==> src/hdl/bfd_pkg.sv <==
// ----------------------------------------------------------------------------
// bfd_pkg
// Shared constants and types of the box filter downsampler: register map,
// field widths, reset values and the control flags that travel with an item.
// ----------------------------------------------------------------------------
package bfd_pkg;

   // Pixel channel width
   localparam int PIX_W = 8;

   // Configuration port
   localparam int CSR_IDX_W  = 2;
   localparam int CSR_DATA_W = 12;
   localparam int FACTOR_W   = 4;
   localparam int DIM_W      = 12;

   typedef enum logic [CSR_IDX_W-1:0] {
      CSR_FACTOR = 2'd0,
      CSR_WIDTH  = 2'd1,
      CSR_HEIGHT = 2'd2
   } bfd_csr_type;

   // Register reset values
   localparam logic [FACTOR_W-1:0] RST_FACTOR = 4'd1;
   localparam logic [DIM_W-1:0]    RST_WIDTH  = 12'd640;
   localparam logic [DIM_W-1:0]    RST_HEIGHT = 12'd480;

   // Default sizing of the top level
   localparam int DEF_MAX_WIDTH  = 2048;
   localparam int DEF_MAX_HEIGHT = 2048;
   localparam int DEF_MAX_FACTOR = 8;

   // Per-item flags from the position sequencer to the accumulator
   typedef struct packed {
      logic active;  // pixel lies inside a whole block
      logic first;   // top-left pixel of its block
      logic emit;    // bottom-right pixel of an active block
      logic last;    // block is the last one of the frame
   } bfd_ctl_type;

endpackage

==> src/hdl/bfd_axis.sv <==
// ----------------------------------------------------------------------------
// bfd_axis
// One position counter of the frame (column or row): tracks the position,
// the offset inside the current block, the block index and the block base,
// and tells whether the current block is whole and whether it is the last.
// ----------------------------------------------------------------------------
module bfd_axis #(
   parameter int POS_W = 11,
   parameter int DIM_W = 12,
   parameter int CW    = 4
) (
   input  logic             clock,
   input  logic             reset,
   input  logic             restart,
   input  logic             step,
   input  logic [CW-1:0]    s,
   input  logic [DIM_W-1:0] dim,
   output logic [POS_W-1:0] idx,
   output logic             sub_first,
   output logic             sub_last,
   output logic             blk_act,
   output logic             blk_last,
   output logic             wrap
);

   localparam int LW = ((DIM_W > CW) ? DIM_W : CW) + 2;

   logic [POS_W-1:0] pos_ff;
   logic [POS_W-1:0] base_ff;
   logic [POS_W-1:0] idx_ff;
   logic [CW-1:0]    sub_ff;
   logic [LW-1:0]    blk_end;

   // Decode the current position
   always_comb begin
      blk_end   = LW'(base_ff) + LW'(s);
      blk_act   = (blk_end <= LW'(dim));
      blk_last  = ((blk_end + LW'(s)) > LW'(dim));
      sub_first = (sub_ff == '0);
      sub_last  = (sub_ff == s - CW'(1));
      wrap      = (DIM_W'(pos_ff) == dim - DIM_W'(1));
      idx       = idx_ff;
   end

   // Advance by one pixel, wrap at the end of the line or frame
   always_ff @(posedge clock) begin
      if (reset || restart) begin
         pos_ff  <= '0;
         base_ff <= '0;
         idx_ff  <= '0;
         sub_ff  <= '0;
      end else if (step) begin
         if (wrap) begin
            pos_ff  <= '0;
            base_ff <= '0;
            idx_ff  <= '0;
            sub_ff  <= '0;
         end else begin
            pos_ff <= pos_ff + POS_W'(1);
            if (sub_last) begin
               sub_ff  <= '0;
               idx_ff  <= idx_ff + POS_W'(1);
               base_ff <= pos_ff + POS_W'(1);
            end else begin
               sub_ff <= sub_ff + CW'(1);
            end
         end
      end
   end

endmodule

==> src/hdl/bfd_pos.sv <==
// ----------------------------------------------------------------------------
// bfd_pos
// Position sequencer: column and row counters that give, for the pixel now
// offered, its block column (the accumulator address) and its block flags.
// ----------------------------------------------------------------------------
module bfd_pos #(
   parameter int CPW = 11,
   parameter int RPW = 11,
   parameter int WW  = 12,
   parameter int HW  = 12,
   parameter int CW  = 4
) (
   input  logic                clock,
   input  logic                reset,
   input  logic                restart,
   input  logic                accept,
   input  logic [CW-1:0]       s,
   input  logic [WW-1:0]       w,
   input  logic [HW-1:0]       h,
   output logic [CPW-1:0]      addr,
   output bfd_pkg::bfd_ctl_type ctl
);
   import bfd_pkg::*;

   logic col_sub_first;
   logic col_sub_last;
   logic col_act;
   logic col_last;
   logic col_wrap;
   logic row_sub_first;
   logic row_sub_last;
   logic row_act;
   logic row_last;
   logic row_wrap;

   bfd_axis #(
      .POS_W (CPW),
      .DIM_W (WW),
      .CW    (CW)
   ) u_col (
      .clock     (clock),
      .reset     (reset),
      .restart   (restart),
      .step      (accept),
      .s         (s),
      .dim       (w),
      .idx       (addr),
      .sub_first (col_sub_first),
      .sub_last  (col_sub_last),
      .blk_act   (col_act),
      .blk_last  (col_last),
      .wrap      (col_wrap)
   );

   // Rows advance when a line wraps
   bfd_axis #(
      .POS_W (RPW),
      .DIM_W (HW),
      .CW    (CW)
   ) u_row (
      .clock     (clock),
      .reset     (reset),
      .restart   (restart),
      .step      (accept && col_wrap),
      .s         (s),
      .dim       (h),
      .idx       (),
      .sub_first (row_sub_first),
      .sub_last  (row_sub_last),
      .blk_act   (row_act),
      .blk_last  (row_last),
      .wrap      (row_wrap)
   );

   // Combine both axes into the item flags
   always_comb begin
      ctl.active = col_act && row_act;
      ctl.first  = col_sub_first && row_sub_first;
      ctl.emit   = col_act && row_act && col_sub_last && row_sub_last;
      ctl.last   = col_last && row_last && !(row_wrap && !col_wrap && 1'b0);
   end

endmodule

==> config.mk <==
export PLATFORM = sky130hd
export DESIGN_NAME = bfd_pos
export DESIGN_NICKNAME = d
export VERILOG_FILES = /design/src/hdl/bfd_pkg.sv /design/src/hdl/bfd_axis.sv /design/src/hdl/bfd_pos.sv
export SDC_FILE = /design/constraint.sdc
export NUM_CORES = 1
export LEC_CHECK = 0
export BUFFER_PORTS_ARGS = -buffer_cell sky130_fd_sc_hd__buf_2
export CORE_MARGIN = 2
export CORE_UTILIZATION = 60
export DETAILED_ROUTE_END_ITERATION = 8
export GPL_TIMING_DRIVEN = 0
export PLACE_DENSITY_LB_ADDON = 0.1
export SYNTH_ARGS = -nofsm -noshare
export SYNTH_HDL_FRONTEND = slang
export SYNTH_SLANG_ARGS = --single-unit
export TNS_END_PERCENT = 20
==> constraint.sdc <==
create_clock -name clock -period 6.4 [get_ports clock]
set_input_delay 0.32 -clock clock [delete_from_list [all_inputs] [get_ports clock]]
set_output_delay 0.32 -clock clock [all_outputs]
set_load 0.05 [all_outputs]
==> run_results.csv <==
group,metric,value,unit
timing,rsz0062_at_grt,"false",
timing,setup_viol,0,
setup_path,worstSetupPathType,"reg -> out",
synth,synth_area,0.00604,mm^2
worst_hold_path,hold_start,"reset",
power,intPower,642,uW
clock_tree,cts_made_buffers,9,
drt,drtIter0Drc,334,
clock_tree,h-tree-depth,3,
setup_path,slowest_delay,0.54,ns
global_routing,overflow,0,
global_routing,antenna_found_initial,0,
worst_hold_path,hp-class,"in -> reg",
drt,vias_per_cell,6.04,
clock_tree,cts_resized,0,
global_routing,grt_max_degree,11,
timing,setup_slack,1.61,ns
setup_path,crit_family,"compound AO/OA/AOI/OAI gates",
drt,finalWirelength,15.0,mm
power,power_density,136,mW/mm^2
timing,hold_violations,0,
die,rows,36,
timing,fin_setup_tns,0,ns
timing,slew_headroom,56.1,%
worst_hold_path,min_path_cells,3,
setup_path,r2r_end,"u_row.base_ff[9]$_SDFFE_PP0P_",
layout,layout_commonest_cell,"ha_1",
synth,synth_nets,843,
power,swShare,28.4,%
synth,yosys_register_bits,63,
timing,fin_worst_skew,0.00986,ns
worst_hold_path,worstHoldEndpoint,"u_col.sub_ff[0]$_SDFFE_PP0P_",
setup_path,crit_path_cell_trace,"ha_1 -> fa_1 -> a21o_1 -> a21oi_1 -> nor2_1 -> nand3_1 -> xor2_1 -> inv_1 -> ha_1 -> a21oi_1 -> nor2b_1 -> a2111oi_0 -> a221o_1 -> a21oi_1 -> a2111oi_0 -> buf_2",
layout,final_cell_mix,"ha_1, dfxtp_1, inv_1, a21oi_1, xnor2_1",
synth,ys.flop_type,"dfxtp_1",
synth,synth_cells,731,
drt,vias,5560,
global_routing,grt_pass1_wl,25.6,mm
setup_path,timing.rr.start,"u_row.pos_ff[2]$_SDFFE_PP0P_",
outcome,status,"finished, final reports clean",
drt,antenna_left,0,
die,die_width,104,um
die,floorplan.initialDensity,61.8,%
layout,drive_above_1_share,10.9,%
clock_tree,hold_buffers,0,
layout,final_nets,895,
global_routing,grt_usage,28.4,%
clock_tree,post_cts_buffers,0,
synth,syn_avg_cell_area,8.27,um^2
place,io_buffers,41,
power,clkPwrFrac,36.0,%
die,die_y,104,um
power,p_switching,255,uW
power,p_leak,0.00277,uW
drt,post_drt_wl_per_cell,16.3,um
setup_path,cp.required,6.08,ns
setup_path,rrSetupSlack,3.27,ns
clock_tree,numClockSinks,63,
timing,fmax,209,MHz
timing,tightest_slew,0.655,ns
place,gp_congestion,0.893,
power,pwr-share-seq,44.0,%
synth,ys_types,68,
power,ir_drop,0.000164,V
setup_path,startpoint_type,"flip-flop",
die,core_area,0.00977,mm^2
setup_path,cp-end-kind,"primary output",
clock_tree,cts_root_buf,"clkbuf_8",
place,post-dp-hpwl,12.0,mm
layout,antennaDiodeCount,0,
setup_path,arrival,4.47,ns
setup_path,reg2regPathDepth,10,
clock_tree,cts.clk_slew.worst_paths,0.07,ns
layout,syn_to_final_growth,9.11,%
clock_tree,cts_tree,"done",
setup_path,crit_buf_inv,2,
synth,synth-seq-area-share,20.9,%
power,comb_power_share,19.9,%
synth,synthArstFlopShare,0,%
job,drv_cap,0,
setup_path,slowest_stage,"a2111oi_0",
synth,yosys_warnings,0,
clock_tree,insertion_delay,0.34,ns
setup_path,cp_max_fo,3,
global_routing,first_global_vias,5496,
drt,firstDrtPassIters,5,
timing,period_needed,4.79,ns
setup_path,cp_common_cell,"a21oi_1",
drt,drc_errors,0,
clock_tree,cts_buffer_depth,2,
die,die_area,0.0109,mm^2
layout,fillerInstances,859,
place,place_ws,1.86,ns
timing,period_share,74.9,%
die,io_pins,47,
synth,synth_edf_count,0,
timing,slew_violations,0,
## stage by stage
step | hold WS [ns] | area, um^2 | util, % | cells | total power (uW)
after global placement | 0.456 | 6410 | 65.6 | 905 | 571
after CTS | 0.367 | 6590 | 67.4 | 920 | 899
final | 0.369 | 6590 | 67.4 | 920 | 896
after detailed placement | 0.464 | 6410 | 65.6 | 905 | 579
after floorplan | 0.436 | 6040 | - | 731 | 526
after global routing | 0.403 | 6590 | 67.4 | 920 | 939
## metal layers
layer,up-vias,wire (um),global-route usage (%)
met5,-,0,0
met4,0,192,8.01
met3,17,542,2.51
met2,142,6990,47.3
met1,2648,7280,39.3
li1,2753,-,-
## state kept, by name, indices dropped and copies added, names as in the netlist
register       flops
u_col.idx         11
u_row.base_ff     11
u_col.base_ff     11
u_row.sub_ff       4
u_col.pos_ff      11
u_col.sub_ff       4
u_row.pos_ff      11
## power groups by stage
| stage | registers [uW] | clock network (uW) | logic [uW] |
|---|---|---|---|
| after floorplan | 403 | 0 | 122 |
| after global placement | 403 | 0 | 168 |
| after detailed placement | 404 | 0 | 176 |
| after CTS | 395 | 327 | 177 |
| after global routing | 395 | 344 | 200 |
| final | 395 | 323 | 179 |
## worst max path at each step
stage | startpoint | end | cells past startpoint
floorplan | s[0] | ctl[1] | 15
finish | u_row.base_ff[0]$_SDFFE_PP0P_ | ctl[1] | 16
global route | u_row.base_ff[0]$_SDFFE_PP0P_ | ctl[1] | 16
detailed placement | s[1] | ctl[1] | 17
CTS | u_row.base_ff[0]$_SDFFE_PP0P_ | ctl[1] | 16
global placement | s[1] | ctl[1] | 17
## cell type report
| class | count | area [um^2] | area share [%] |
|---|---|---|---|
| plain buffers | 28 | 135 | 2.05 |
| flip-flops and latches | 63 | 1260 | 19.1 |
| clock inverters | 4 | 47.5 | 0.721 |
| clock buffers | 11 | 131 | 1.99 |
| repair buffers | 41 | 205 | 3.11 |
| multi-input cells | 588 | 4450 | 67.5 |
| inverters | 52 | 195 | 2.96 |
| well taps | 133 | 166 | 2.52 |
## cell families (layout without fill, tap and decap cells)
logic type	count (synthesis)	in the layout	synth area share, %
mux	6	6	1.01
flops	63	63	20.9
simple gates	241	241	22.6
buf+inv	80	136	5.47
fa+ha+maj	80	80	17.1
xor+xnor	95	95	13.8
compound gates	166	166	19.2
## Yosys cell counts, types with 11 or more instances
master,instances,area [um^2]
and3_1,20,125
clkbuf_1,18,67.6
nor3_1,14,70.1
nor2_1,40,150
o21a_1,14,105
inv_1,52,195
nand3_1,26,130
ha_1,76,951
o2bb2ai_1,11,96.3
xnor2_1,48,420
or3_1,12,75.1
o21ai_0,33,165
nor2b_1,15,93.8
dfxtp_1,63,1260
a21oi_1,49,245
xor2_1,47,412
nand4_1,18,113
nand2_1,38,143
## worst register-to-register path, stage by stage (launching register included)
cell and delay (ns):
dfxtp_1 0.31, clkbuf_1 0.31, nor4bb_1 0.39, o211ai_1 0.14, nor4_1 0.30, o211ai_1 0.19
nor3_2 0.54, nor2_1 0.23, o21a_1 0.25, buf_2 0.22, o2bb2ai_2 0.15
No activity file was read; power rests on OpenSTA's default activity.
