**src/hdl/bfd_pkg.sv**
```systemverilog
// ----------------------------------------------------------------------------
// bfd_pkg
// Shared constants and types of the box filter downsampler: register map,
// field widths, reset values and the control flags that travel with an item.
// ----------------------------------------------------------------------------
package bfd_pkg;

   // Pixel channel width
   localparam int PIX_W = 8;

   // Configuration port
   localparam int CSR_IDX_W  = 2;
   localparam int CSR_DATA_W = 12;
   localparam int FACTOR_W   = 4;
   localparam int DIM_W      = 12;

   typedef enum logic [CSR_IDX_W-1:0] {
      CSR_FACTOR = 2'd0,
      CSR_WIDTH  = 2'd1,
      CSR_HEIGHT = 2'd2
   } bfd_csr_type;

   // Register reset values
   localparam logic [FACTOR_W-1:0] RST_FACTOR = 4'd1;
   localparam logic [DIM_W-1:0]    RST_WIDTH  = 12'd640;
   localparam logic [DIM_W-1:0]    RST_HEIGHT = 12'd480;

   // Default sizing of the top level
   localparam int DEF_MAX_WIDTH  = 2048;
   localparam int DEF_MAX_HEIGHT = 2048;
   localparam int DEF_MAX_FACTOR = 8;

   // Per-item flags from the position sequencer to the accumulator
   typedef struct packed {
      logic active;  // pixel lies inside a whole block
      logic first;   // top-left pixel of its block
      logic emit;    // bottom-right pixel of an active block
      logic last;    // block is the last one of the frame
   } bfd_ctl_type;

endpackage

```
**src/hdl/bfd_scale.sv**
```systemverilog
// ----------------------------------------------------------------------------
// bfd_scale
// Divides each block sum by factor squared through a multiply by a rounded-up
// reciprocal and a shift, exact for every sum a block can reach, and holds
// the result in the output register.
// ----------------------------------------------------------------------------
module bfd_scale #(
   parameter int SUM_W      = 14,
   parameter int CW         = 4,
   parameter int MAX_FACTOR = 8
) (
   input  logic                     clock,
   input  logic                     reset,
   input  logic                     adv,
   input  logic                     in_valid,
   input  logic [3*SUM_W-1:0]       in_sum,
   input  logic                     in_last,
   input  logic [CW-1:0]            s,
   output logic                     rsp_valid,
   output logic [bfd_pkg::PIX_W-1:0] rsp_out_red,
   output logic [bfd_pkg::PIX_W-1:0] rsp_out_green,
   output logic [bfd_pkg::PIX_W-1:0] rsp_out_blue,
   output logic                     rsp_frame_end
);
   import bfd_pkg::*;

   localparam int LOG_F  = $clog2(MAX_FACTOR);
   localparam int SHIFT  = SUM_W + 2 * LOG_F;
   localparam int RW     = SHIFT + 1;
   localparam int PROD_W = SUM_W + RW;

   logic [RW-1:0]      recip [0:MAX_FACTOR];
   logic               s2_valid_ff;
   logic [3*SUM_W-1:0] s2_sum_ff;
   logic               s2_last_ff;
   logic [RW-1:0]      recip_sel;
   logic [PROD_W-1:0]  prod [0:2];
   logic               rsp_valid_ff;
   logic [PIX_W-1:0]   red_ff;
   logic [PIX_W-1:0]   green_ff;
   logic [PIX_W-1:0]   blue_ff;
   logic               frame_end_ff;

   // Reciprocal table, ceil(2^SHIFT / factor^2)
   for (genvar g = 0; g <= MAX_FACTOR; g++) begin : g_recip
      localparam longint unsigned N = (g == 0) ? 64'd1 : 64'(g * g);
      localparam longint unsigned R = ((64'd1 << SHIFT) + N - 64'd1) / N;
      assign recip[g] = RW'(R);
   end

   // Multiply each channel sum
   always_comb begin
      recip_sel = recip[s];
      for (int c = 0; c < 3; c++) begin
         prod[c] = PROD_W'(s2_sum_ff[c*SUM_W +: SUM_W]) * PROD_W'(recip_sel);
      end
   end

   // Sum stage
   always_ff @(posedge clock) begin
      if (reset) begin
         s2_valid_ff <= 1'b0;
      end else if (adv) begin
         s2_valid_ff <= in_valid;
      end
   end

   always_ff @(posedge clock) begin
      if (adv && in_valid) begin
         s2_sum_ff  <= in_sum;
         s2_last_ff <= in_last;
      end
   end

   // Output register: load when empty or taken
   always_ff @(posedge clock) begin
      if (reset) begin
         rsp_valid_ff <= 1'b0;
      end else if (adv) begin
         rsp_valid_ff <= s2_valid_ff;
      end
   end

   always_ff @(posedge clock) begin
      if (adv && s2_valid_ff) begin
         red_ff       <= prod[0][SHIFT +: PIX_W];
         green_ff     <= prod[1][SHIFT +: PIX_W];
         blue_ff      <= prod[2][SHIFT +: PIX_W];
         frame_end_ff <= s2_last_ff;
      end
   end

   assign rsp_valid     = rsp_valid_ff;
   assign rsp_out_red   = red_ff;
   assign rsp_out_green = green_ff;
   assign rsp_out_blue  = blue_ff;
   assign rsp_frame_end = frame_end_ff;

endmodule

```
**config.mk**
```make
export PLATFORM = sky130hd
export DESIGN_NAME = bfd_scale
export DESIGN_NICKNAME = d
export VERILOG_FILES = /design/src/hdl/bfd_pkg.sv /design/src/hdl/bfd_scale.sv
export SDC_FILE = /design/constraint.sdc
export NUM_CORES = 1
export LEC_CHECK = 0
export BUFFER_PORTS_ARGS = -buffer_cell sky130_fd_sc_hd__buf_2
export CORE_MARGIN = 8
export CORE_UTILIZATION = 45
export CTS_CLUSTER_SIZE = 25
export DETAILED_ROUTE_END_ITERATION = 12
export PLACE_DENSITY_LB_ADDON = 0.25
export SYNTH_ARGS = -nofsm -noshare
export SYNTH_HDL_FRONTEND = slang
export SYNTH_SLANG_ARGS = --single-unit
```
**constraint.sdc**
```tcl
create_clock -name clock -period 10.35 [get_ports clock]
set_clock_uncertainty 0.15 [all_clocks]
set_input_delay 1.035 -clock clock [delete_from_list [all_inputs] [get_ports clock]]
set_output_delay 1.035 -clock clock [all_outputs]
set_load 0.01 [all_outputs]
```
==> flow_metrics.env, run 1 <==
export IMPL_first_pass_iters=5
export IMPL_post_synth_cell_area_avg_um2=9.79
export IMPL_place_congestion=0.946
export IMPL_async_flop_share_pct=0
export IMPL_yosys_area_share_simple_pct=12.1
export IMPL_worstSetupStartpointType="input port"
export IMPL_syn_inst=2194
export IMPL_synth_edf_count=68
export IMPL_crit_path_end_kind="flop"
export IMPL_grt_setup_unrepaired="no"
export IMPL_place_area_um2=22500
export IMPL_h_tree_depth=3
export IMPL_synthFlopType="edfxtp_1"
export IMPL_ys_seq_area_share_pct=9.69
export IMPL_worstPathRequired_ps=10400
export IMPL_wl_um=54000
export IMPL_synth_area_mux_share_pct=0.332
export IMPL_antenna_found_initial=4
export IMPL_overflow=0
export IMPL_slew_violations=0
export IMPL_clockBufferDepth=2
export IMPL_p_leak_nw=12.6
export IMPL_yosys_top_cells_area="fa_1 (41%), ha_1 (19%), inv_1 (11%), edfxtp_1 (9.5%), and2_1 (5.0%)"
export IMPL_crit_type="in2reg"
export IMPL_synth_top_family_by_area="adder cells"
export IMPL_syn_to_final_growth_pct=6.16
export IMPL_crit_fanout=36
export IMPL_worst_hold_path_type="reg2reg"
export IMPL_routed_via_density=5.03
export IMPL_rr_endpoint="rsp_out_red[5]"
export IMPL_clk_pin_slew_worst_paths_ps=90
export IMPL_p_per_area_nw_per_um2=101
export IMPL_root_buffer="clkbuf_16"
export IMPL_synth_top_cell_area_share_pct=41.0
export IMPL_cts_sinks=70
export IMPL_tightest_slew_ps=824
export IMPL_synth_area_leader_cell="fa_1"
export IMPL_initial_core_util_pct=45.3
export IMPL_cts_setup_buffers=0
export IMPL_vias=14320
export IMPL_ant_nets=0
export IMPL_r2r_cells=19
export IMPL_cp_common_cell="fa_1"
export IMPL_grt_max_degree=50
export IMPL_min_period_over_period_pct=84.5
export IMPL_die_h_um=234
export IMPL_wire_per_inst_um=19.0
export IMPL_final_util_pct=48.1
export IMPL_die_w_um=234
export IMPL_ys_ff_latch=70
export IMPL_hold_viol_final=0
export IMPL_final_common_cell="inv_1"
export IMPL_dieArea_um2=55000
export IMPL_r2r_start="s2_sum_ff[2]"
export IMPL_period_needed_ps=8750
export IMPL_grt_pass1_vias=16391
export IMPL_rows=80
export IMPL_final_cell_mix="inv_1 (621), fa_1 (440), ha_1 (319)"
export IMPL_hold_start="s2_last_ff"
export IMPL_ys_warn_count=0
export IMPL_grt_usage_pct=21.3
export IMPL_synth_compound_area_share_pct=3.79
export IMPL_fp_coreArea_um2=47400
export IMPL_netlist_area_um2=21500
export IMPL_cts_tree="done"
export IMPL_crit_family="adder cells"
export IMPL_setup_viol=0
export IMPL_r2r_slack_ps=3400
export IMPL_maxSlewHeadroom_pct=44.8
export IMPL_io_pins=77
export IMPL_final_area_um2=22800
export IMPL_max_cap_violations=0
export IMPL_syn_nets=3004
export IMPL_cts_repair_resized=0
export IMPL_port_buffers=76
export IMPL_status="completed"
export IMPL_fill_cells=4460
export IMPL_cts_hold_buf=0
export IMPL_synth_fa_ha_area_share_pct=59.6
export IMPL_max_freq_ghz=0.114
export IMPL_cp_arrival_ps=8800
export IMPL_worstHoldEndpoint="rsp_frame_end"
export IMPL_grt_pass1_wl_um=89300
export IMPL_synthXorXnorAreaFrac_pct=2.30
export IMPL_hpwl_um=45400
export IMPL_cp_slowest_stage_delay_ps=720
export IMPL_critical_path_buf_inv_count=7
export IMPL_finalSetupTns_ps=0
export IMPL_drt_iter0_markers=785
export IMPL_ir_worst_vdd_uv=91.0
export IMPL_cts_buffers=9
export IMPL_final_nets=3034
export IMPL_critPathSlowestCell="nor3b_4"
export IMPL_min_path_cells=0
export IMPL_synth_distinct_cells=66
export IMPL_drc_errors=0
export IMPL_drive_gt1_share_pct=6.10
export IMPL_clock_latency_ps=410
[how the worst max path moves through the flow]
stage,from,end,depth (start not counted),slack (ps)
after global routing,s[1],rsp_out_green[7],25,1120
final,s[1],rsp_out_green[7],25,1600
after detailed placement,s[1],rsp_out_green[7],25,1200
after floorplan,s[1],rsp_out_red[5],25,2620
after global placement,s[1],rsp_out_green[7],25,1400
after CTS,s[1],rsp_out_green[7],25,1630
[per-stage QoR]
| stage | hold WS (ps) | setup WS, ps | instances | power [mW] |
|---|---|---|---|---|
| 2_1_floorplan | 250 | 2620 | 2194 | 1.56 |
| 3_3_place_gp | 256 | 1400 | 2828 | 1.92 |
| 3_5_place_dp | 266 | 1200 | 2828 | 1.97 |
| 4_1_cts | 258 | 1630 | 2844 | 2.35 |
| 5_1_grt | 278 | 1120 | 2844 | 2.59 |
| 6_report | 252 | 1600 | 2847 | 2.31 |
[flip-flops by register name, indices dropped and copies added (netlist names)]
| name | flops |
|---|---|
| rsp_out_green | 8 |
| rsp_frame_end | 1 |
| s2_last_ff | 1 |
| rsp_valid | 1 |
| rsp_out_blue | 8 |
| rsp_out_red | 8 |
| s2_sum_ff | 42 |
| s2_valid_ff | 1 |
[worst register-to-register path: cells and delay by family (launching register included)]
| kind | cells | cell delay [ps] |
|---|---|---|
| AO/OA/AOI/OAI | 3 | 680 |
| adder cells (fa/ha/maj) | 7 | 3310 |
| buffers and inverters | 3 | 150 |
| AND/OR/NAND/NOR | 5 | 1580 |
| XOR/XNOR | 1 | 160 |
| flip-flops | 1 | 660 |
[power by group]
part	total [mW]	leakage, nW	internal, mW	switching [mW]
Sequential	0.412	0.648	0.368	0.0444
Combinational	1.54	11.8	0.675	0.868
Clock	0.358	0.149	0.172	0.186
Total	2.31	12.6	1.22	1.10
[layout make-up]
class / count / area [µm²] / share of cell area [%]
clock buffers: 9 / 225 / 0.988
flip-flops and latches: 70 / 2080 / 9.13
diodes: 3 / 7.51 / 0.0329
repair buffers: 92 / 500 / 2.20
inverters: 621 / 2330 / 10.2
multi-input cells: 1430 / 16800 / 73.7
well taps: 615 / 769 / 3.38
clock inverters: 7 / 76.3 / 0.335
[layer usage]
metal / global-route usage, % / wire (µm) / vias up
li1: - / - / 6662
met1: 28.3 / 23300 / 7208
met2: 35.2 / 25900 / 364
met3: 3.81 / 3380 / 82
met4: 6.80 / 1410 / 4
met5: 0 / 23 / -
[kinds of logic (layout without fill, tap and decap cells)]
logic type               Yosys count  count (layout)
buffers and inverters            694             729
multiplexers                       7               7
other                              0               3
flip-flops                        70              70
AND/OR/NAND/NOR                  497             497
XOR/XNOR                          50              50
adder cells (fa/ha/maj)          759             759
AO/OA/AOI/OAI                    117             117
[cells in the mapped netlist, types with 3 or more instances]
library cell and count:
a211oi_1 6, inv_1 621, nand4_1 3, o21ai_0 30, o21a_1 6, nor2b_1 7, nor3_1 5, nand3_1 7
o211ai_1 3, nor3b_1 5, a21oi_1 29, fa_1 440, xnor3_1 4, and2_1 170, and3_1 52, xnor2_1 36
or2_2 4, nand2b_1 5, mux2i_1 6, nor2_1 36, and4_1 3, a31oi_1 7, xor2_1 10, a21o_1 11
clkbuf_1 67, ha_1 319, edfxtp_1 68, nand2_1 190
Power figures use the tool's default switching activity.
==> run 2: changes to the inputs <==
- clock period: 10.35 -> 8.45 ns (I/O delays scaled with it)
==> run 2 against run 1 <==
Compared with the run above:
- critical path depth decreased by 1
- sequential share of layout area decreased by 0.068 points
- setup slack got worse by 630 ps
- register-to-register slack got worse by 1900 ps
- sequential power increased by 23%
- total power increased by 22%
- cell area increased by 0.75%
- non-clock buffer count increased by 17
- die area unchanged
- clock power increased by 22%
==> flow_metrics.env, run 2 (synthesis gave the netlist of run 1 again) <==
export IMPL_dieArea_um2=55000
export IMPL_grt_pass1_vias=16296
export IMPL_multi_input_area_um2=16800
export IMPL_final_util_pct=48.4
export IMPL_drt_iter0_markers=714
export IMPL_hpwl_um=46400
export IMPL_initial_core_util_pct=45.3
export IMPL_period_needed_ps=7480
export IMPL_antenna_found_initial=2
export IMPL_cts_buffers=9
export IMPL_setup_viol=0
export IMPL_largest_reg_flops=42
export IMPL_first_pass_iters=6
export IMPL_vias=14474
export IMPL_final_nets=3051
export IMPL_finalSetupTns_ps=0
export IMPL_crit_type="in2reg"
export IMPL_grt_usage_pct=21.4
export IMPL_p_total_mw=2.83
export IMPL_max_freq_ghz=0.134
export IMPL_cts_tree="done"
export IMPL_ir_worst_vdd_uv=136
export IMPL_port_buffers=76
export IMPL_clock_latency_ps=400
export IMPL_overflow=0
export IMPL_regArea_um2=2080
export IMPL_cts_sinks=70
export IMPL_clk_pin_slew_worst_paths_ps=90
export IMPL_drc_errors=0
export IMPL_root_buffer="clkbuf_16"
export IMPL_cp_arrival_ps=7460
export IMPL_ant_nets=0
export IMPL_final_common_cell="inv_1"
export IMPL_cts_setup_buffers=0
export IMPL_grt_setup_unrepaired="no"
export IMPL_routed_via_density=5.06
export IMPL_p_per_area_nw_per_um2=123
export IMPL_syn_to_final_growth_pct=6.95
export IMPL_slew_violations=0
export IMPL_cts_repair_resized=0
export IMPL_grt_max_degree=44
export IMPL_crit_fanout=22
export IMPL_wl_um=54400
export IMPL_min_period_over_period_pct=88.5
export IMPL_h_tree_depth=3
export IMPL_max_cap_violations=0
export IMPL_status="completed"
export IMPL_rows=80
export IMPL_crit_path_end_kind="flop"
export IMPL_io_pins=77
export IMPL_fp_coreArea_um2=47400
export IMPL_clockBufferDepth=2
export IMPL_maxSlewHeadroom_pct=41.5
export IMPL_worstSetupStartpointType="input port"
export IMPL_wire_per_inst_um=19.0
export IMPL_grt_pass1_wl_um=89500
export IMPL_worstPathRequired_ps=8430
export IMPL_die_h_um=234
export IMPL_whs_ps=264
export IMPL_fill_cells=4525
export IMPL_cts_hold_buf=0
export IMPL_largest_register="s2_sum_ff"
export IMPL_final_cell_mix="inv_1 (621), fa_1 (440), ha_1 (319)"
export IMPL_p_leak_nw=12.7
export IMPL_worst_hold_path_type="reg2reg"
export IMPL_place_congestion=0.932
export IMPL_drive_gt1_share_pct=6.81
export IMPL_die_w_um=234
export IMPL_hold_viol_final=0
export IMPL_tightest_slew_ps=877
==> run 2: cell types whose count changed in the layout (fill, tap and decap cells not counted) <==
cell      change
clkinv_8      -1
inv_8         +1
diode_2       -1
buf_4        +13
buf_12        +4
==> run 2: final timing paths <==
path	start	end	slack [ps]	cells after the start
hold reg to reg	s2_last_ff	rsp_frame_end	260	0
setup / recovery	s[1]	rsp_out_red[5]	970	24
hold / removal	s2_last_ff	rsp_frame_end	260	0
setup reg to reg	s2_sum_ff[2]	rsp_out_red[5]	1500	19
==> run 2: worst max-delay path: stages <==
cell and delay (ps):
buf_2 120, buf_4 270, inv_1 120, ha_1 240
nor2b_4 420, and2_1 240, nor2_1 80, fa_1 530
fa_1 510, inv_1 50, fa_1 510, fa_1 510
fa_1 490, inv_1 50, fa_1 480, inv_1 50
ha_1 280, and4b_1 210, nand3_1 90, o221ai_2 140
or4b_4 550, a311oi_4 390, o21bai_1 120, xor2_1 160
==> run 2: through the flow <==
| step | worst slack [ps] | area, µm² | std cells |
|---|---|---|---|
| 2_1_floorplan | 910 | 21500 | 2194 |
| 3_3_place_gp | 689 | 22700 | 2845 |
| 3_5_place_dp | 609 | 22700 | 2845 |
| 4_1_cts | 998 | 23000 | 2861 |
| 5_1_grt | 581 | 23000 | 2861 |
| 6_report | 968 | 23000 | 2863 |
==> run 2: layer usage <==
layer  up-vias  GRT usage (%)  routed length [µm]
met3        61           3.21                2670
met1      7368           29.4               25200
met2       345           35.2               25400
met5         -              0                   0
li1       6700              -                   -
met4         0           5.73                1150
==> run 2: area by class of cell <==
type	instances	area share (%)
multi-input cells	1430	73.2
well taps	615	3.35
clock inverters	7	0.310
flip-flops and latches	70	9.06
clock buffers	9	0.981
diodes	2	0.0218
repair buffers	109	2.95
inverters	621	10.1
==> run 2: where the power goes <==
| group | internal, mW | switching, mW | leakage, nW |
|---|---|---|---|
| sequential | 0.451 | 0.0541 | 0.648 |
| combinational | 0.831 | 1.06 | 11.9 |
| clock | 0.211 | 0.224 | 0.148 |
==> run 3: changes to the inputs <==
- ABC_AREA: unset -> 1
==> run 3 against run 2 <==
Compared with the run above:
- synthesized area up 7.1%
- critical path depth grew 1
- combinational power rose by 33%
- global-route usage rose by 2.1 points
- largest cell class unchanged
- setup slack improved by 45 ps
- synthesized cell count grew 28%
- cell area is 6.6% higher
- maximum frequency grew 0.61%
- critical path type unchanged
- flip-flop and latch count unchanged
- worst hold slack improved by 16 ps
- largest power group unchanged
- register-to-register slack improved by 750 ps
- cell count increased by 24%
==> flow_metrics.env, run 3 <==
export IMPL_largest_reg_flops=42
export IMPL_startpoint="s[1]"
export IMPL_worstPathRequired_ps=8520
export IMPL_finalSetupTns_ps=0
export IMPL_netlist_area_um2=23000
export IMPL_syn_inst=2814
export IMPL_drive_gt1_share_pct=4.41
export IMPL_r2r_slack_ps=2250
export IMPL_place_congestion=0.958
export IMPL_overflow=0
export IMPL_clk_pin_slew_worst_paths_ps=70
export IMPL_ys_seq_area_share_pct=9.05
export IMPL_routed_via_density=5.04
export IMPL_clock_latency_ps=400
export IMPL_tightest_slew_ps=1110
export IMPL_yosys_top_cells_area="fa_1 (38%), ha_1 (17%), inv_1 (13%), edfxtp_1 (8.9%), nand2_1 (7.7%)"
export IMPL_io_pins=77
export IMPL_r2r_start="s2_sum_ff[5]"
export IMPL_drt_iter0_markers=1296
export IMPL_period_needed_ps=7440
export IMPL_final_cell_mix="inv_1 (824), nand2_1 (473), fa_1 (440)"
export IMPL_grt_usage_pct=23.5
export IMPL_worst_hold_path_type="reg2reg"
export IMPL_wl_um=67300
export IMPL_synth_top_cell_area_share_pct=38.3
export IMPL_rows=83
export IMPL_max_freq_ghz=0.134
export IMPL_min_period_over_period_pct=88.0
export IMPL_cts_buffers=9
export IMPL_largest_register="s2_sum_ff"
export IMPL_final_cells=3559
export IMPL_post_synth_cell_area_avg_um2=8.18
export IMPL_fill_cells=5023
export IMPL_async_flop_share_pct=0
export IMPL_r2r_cells=20
export IMPL_antenna_found_initial=2
export IMPL_grt_setup_unrepaired="no"
export IMPL_fp_coreArea_um2=50900
export IMPL_cts_tree="done"
export IMPL_max_cap_violations=0
export IMPL_wire_per_inst_um=18.9
export IMPL_synth_distinct_cells=38
export IMPL_status="completed"
export IMPL_port_buffers=76
export IMPL_grt_pass1_vias=19495
export IMPL_grt_pass1_wl_um=107000
export IMPL_cts_sinks=70
export IMPL_crit_path_end_kind="flop"
export IMPL_synthFlopType="edfxtp_1"
export IMPL_root_buffer="clkbuf_16"
export IMPL_synth_edf_count=68
export IMPL_cts_setup_buffers=0
export IMPL_cp_arrival_ps=7510
export IMPL_crit_fanout=23
export IMPL_final_nets=3682
export IMPL_cts_repair_resized=0
export IMPL_rr_endpoint="rsp_out_red[6]"
export IMPL_first_pass_iters=5
export IMPL_p_leak_nw=14.0
export IMPL_ys_ff_latch=70
export IMPL_drc_errors=0
export IMPL_h_tree_depth=3
export IMPL_die_h_um=242
export IMPL_initial_core_util_pct=45.2
export IMPL_vias=17928
export IMPL_clockBufferDepth=2
export IMPL_slew_violations=0
export IMPL_final_common_cell="inv_1"
export IMPL_place_inst=3541
export IMPL_hold_viol_final=0
export IMPL_final_area_um2=24500
export IMPL_synth_most_common_cell="inv_1"
export IMPL_setup_viol=0
export IMPL_cts_hold_buf=0
export IMPL_p_per_area_nw_per_um2=141
export IMPL_synth_area_leader_cell="fa_1"
export IMPL_synth_common_cells="inv_1 (825), nand2_1 (473), fa_1 (440)"
export IMPL_ant_nets=0
export IMPL_syn_to_final_growth_pct=6.36
export IMPL_ys_warn_count=0
export IMPL_cp_endpoint="rsp_out_blue[0]"
export IMPL_crit_type="in2reg"
export IMPL_place_area_um2=24200
export IMPL_die_w_um=242
export IMPL_dieArea_um2=58600
export IMPL_ir_worst_vdd_uv=122
export IMPL_maxSlewHeadroom_pct=25.7
export IMPL_syn_nets=3624
export IMPL_hpwl_um=57700
export IMPL_worstSetupStartpointType="input port"
export IMPL_grt_max_degree=43
run 3: cell types whose count changed after synthesis, moves of 12 or more:
| cell | before | now |
|---|---|---|
| nand3_1 | 7 | 68 |
| nor2_1 | 36 | 346 |
| inv_1 | 621 | 825 |
| nor3_1 | 5 | 18 |
| xnor2_1 | 36 | 5 |
| clkbuf_1 | 67 | 27 |
| nand4_1 | 3 | 15 |
| and2_1 | 170 | 0 |
| nand2_1 | 190 | 473 |
| a21oi_1 | 29 | 62 |
| and3_1 | 52 | 0 |
| o21bai_1 | 2 | 16 |
run 3: final cells by class:
class / count / area, µm² / share of cell area, %
flip-flops and latches: 70 / 2080 / 8.51
repair buffers: 92 / 500 / 2.04
inverters: 829 / 3110 / 12.7
clock inverters: 6 / 70.1 / 0.286
well taps: 680 / 851 / 3.48
multi-input cells: 1870 / 17600 / 72.0
diodes: 2 / 5.00 / 0.0204
clock buffers: 10 / 239 / 0.976
run 3: worst min path at each step:
stage | from | to | slack, ps | cells after the start
after detailed placement | s2_last_ff | rsp_frame_end | 270 | 0
after global placement | s2_last_ff | rsp_frame_end | 260 | 0
after CTS | s2_last_ff | rsp_frame_end | 280 | 0
final | s2_last_ff | rsp_frame_end | 280 | 0
after global routing | s2_last_ff | rsp_frame_end | 290 | 0
after floorplan | s2_last_ff | rsp_frame_end | 250 | 0
run 3: power by group:
| part | leakage [nW] | total [mW] | internal, mW | switching [mW] |
|---|---|---|---|---|
| clock network | 0.141 | 0.437 | 0.238 | 0.199 |
| logic | 13.2 | 2.52 | 0.924 | 1.59 |
| registers | 0.648 | 0.491 | 0.453 | 0.0375 |
| total | 14.0 | 3.44 | 1.62 | 1.83 |
run 3: routing by layer:
layer / global-route usage [%] / share of wire [%] / vias to the layer above
met5: 0 / 0 / -
met4: 9.10 / 3.7 / 0
met3: 5.05 / 6.9 / 128
met2: 38.2 / 46 / 546
met1: 30.6 / 43 / 8844
li1: - / - / 8410
run 3: kinds of logic after synthesis:
group	after synthesis	synth area share [%]
AO/OA/AOI/OAI	152	3.88
XOR/XNOR	19	0.723
flip-flops	70	9.05
buffers and inverters	874	14.4
adder cells (fa/ha/maj)	759	55.6
AND/OR/NAND/NOR	940	16.3
run 3: worst max-delay path, stage by stage:
cell and delay [ps]:
buf_2 130, inv_1 130, ha_1 230, nand2_1 90
nand3_2 240, inv_1 900, buf_4 350, nand2_1 140
fa_1 510, fa_1 530, inv_1 60, fa_1 550
fa_1 430, fa_1 490, inv_1 50, fa_1 470
inv_1 40, ha_1 300, nand2_1 80, inv_1 70
nand2_1 90, nor2_1 150, nand3_1 90, o211ai_1 290
xor2_1 250
run 3: stage by stage:
| step | setup slack [ps] | power [mW] | utilization, % | hold slack, ps |
|---|---|---|---|---|
| after floorplan | 2070 | 2.31 | - | 250 |
| after global placement | 874 | 2.98 | 47.5 | 259 |
| after detailed placement | 626 | 3.00 | 47.5 | 269 |
| after CTS | 1070 | 3.47 | 48.1 | 282 |
| after global routing | 720 | 3.85 | 48.1 | 287 |
| final | 1010 | 3.44 | 48.1 | 280 |
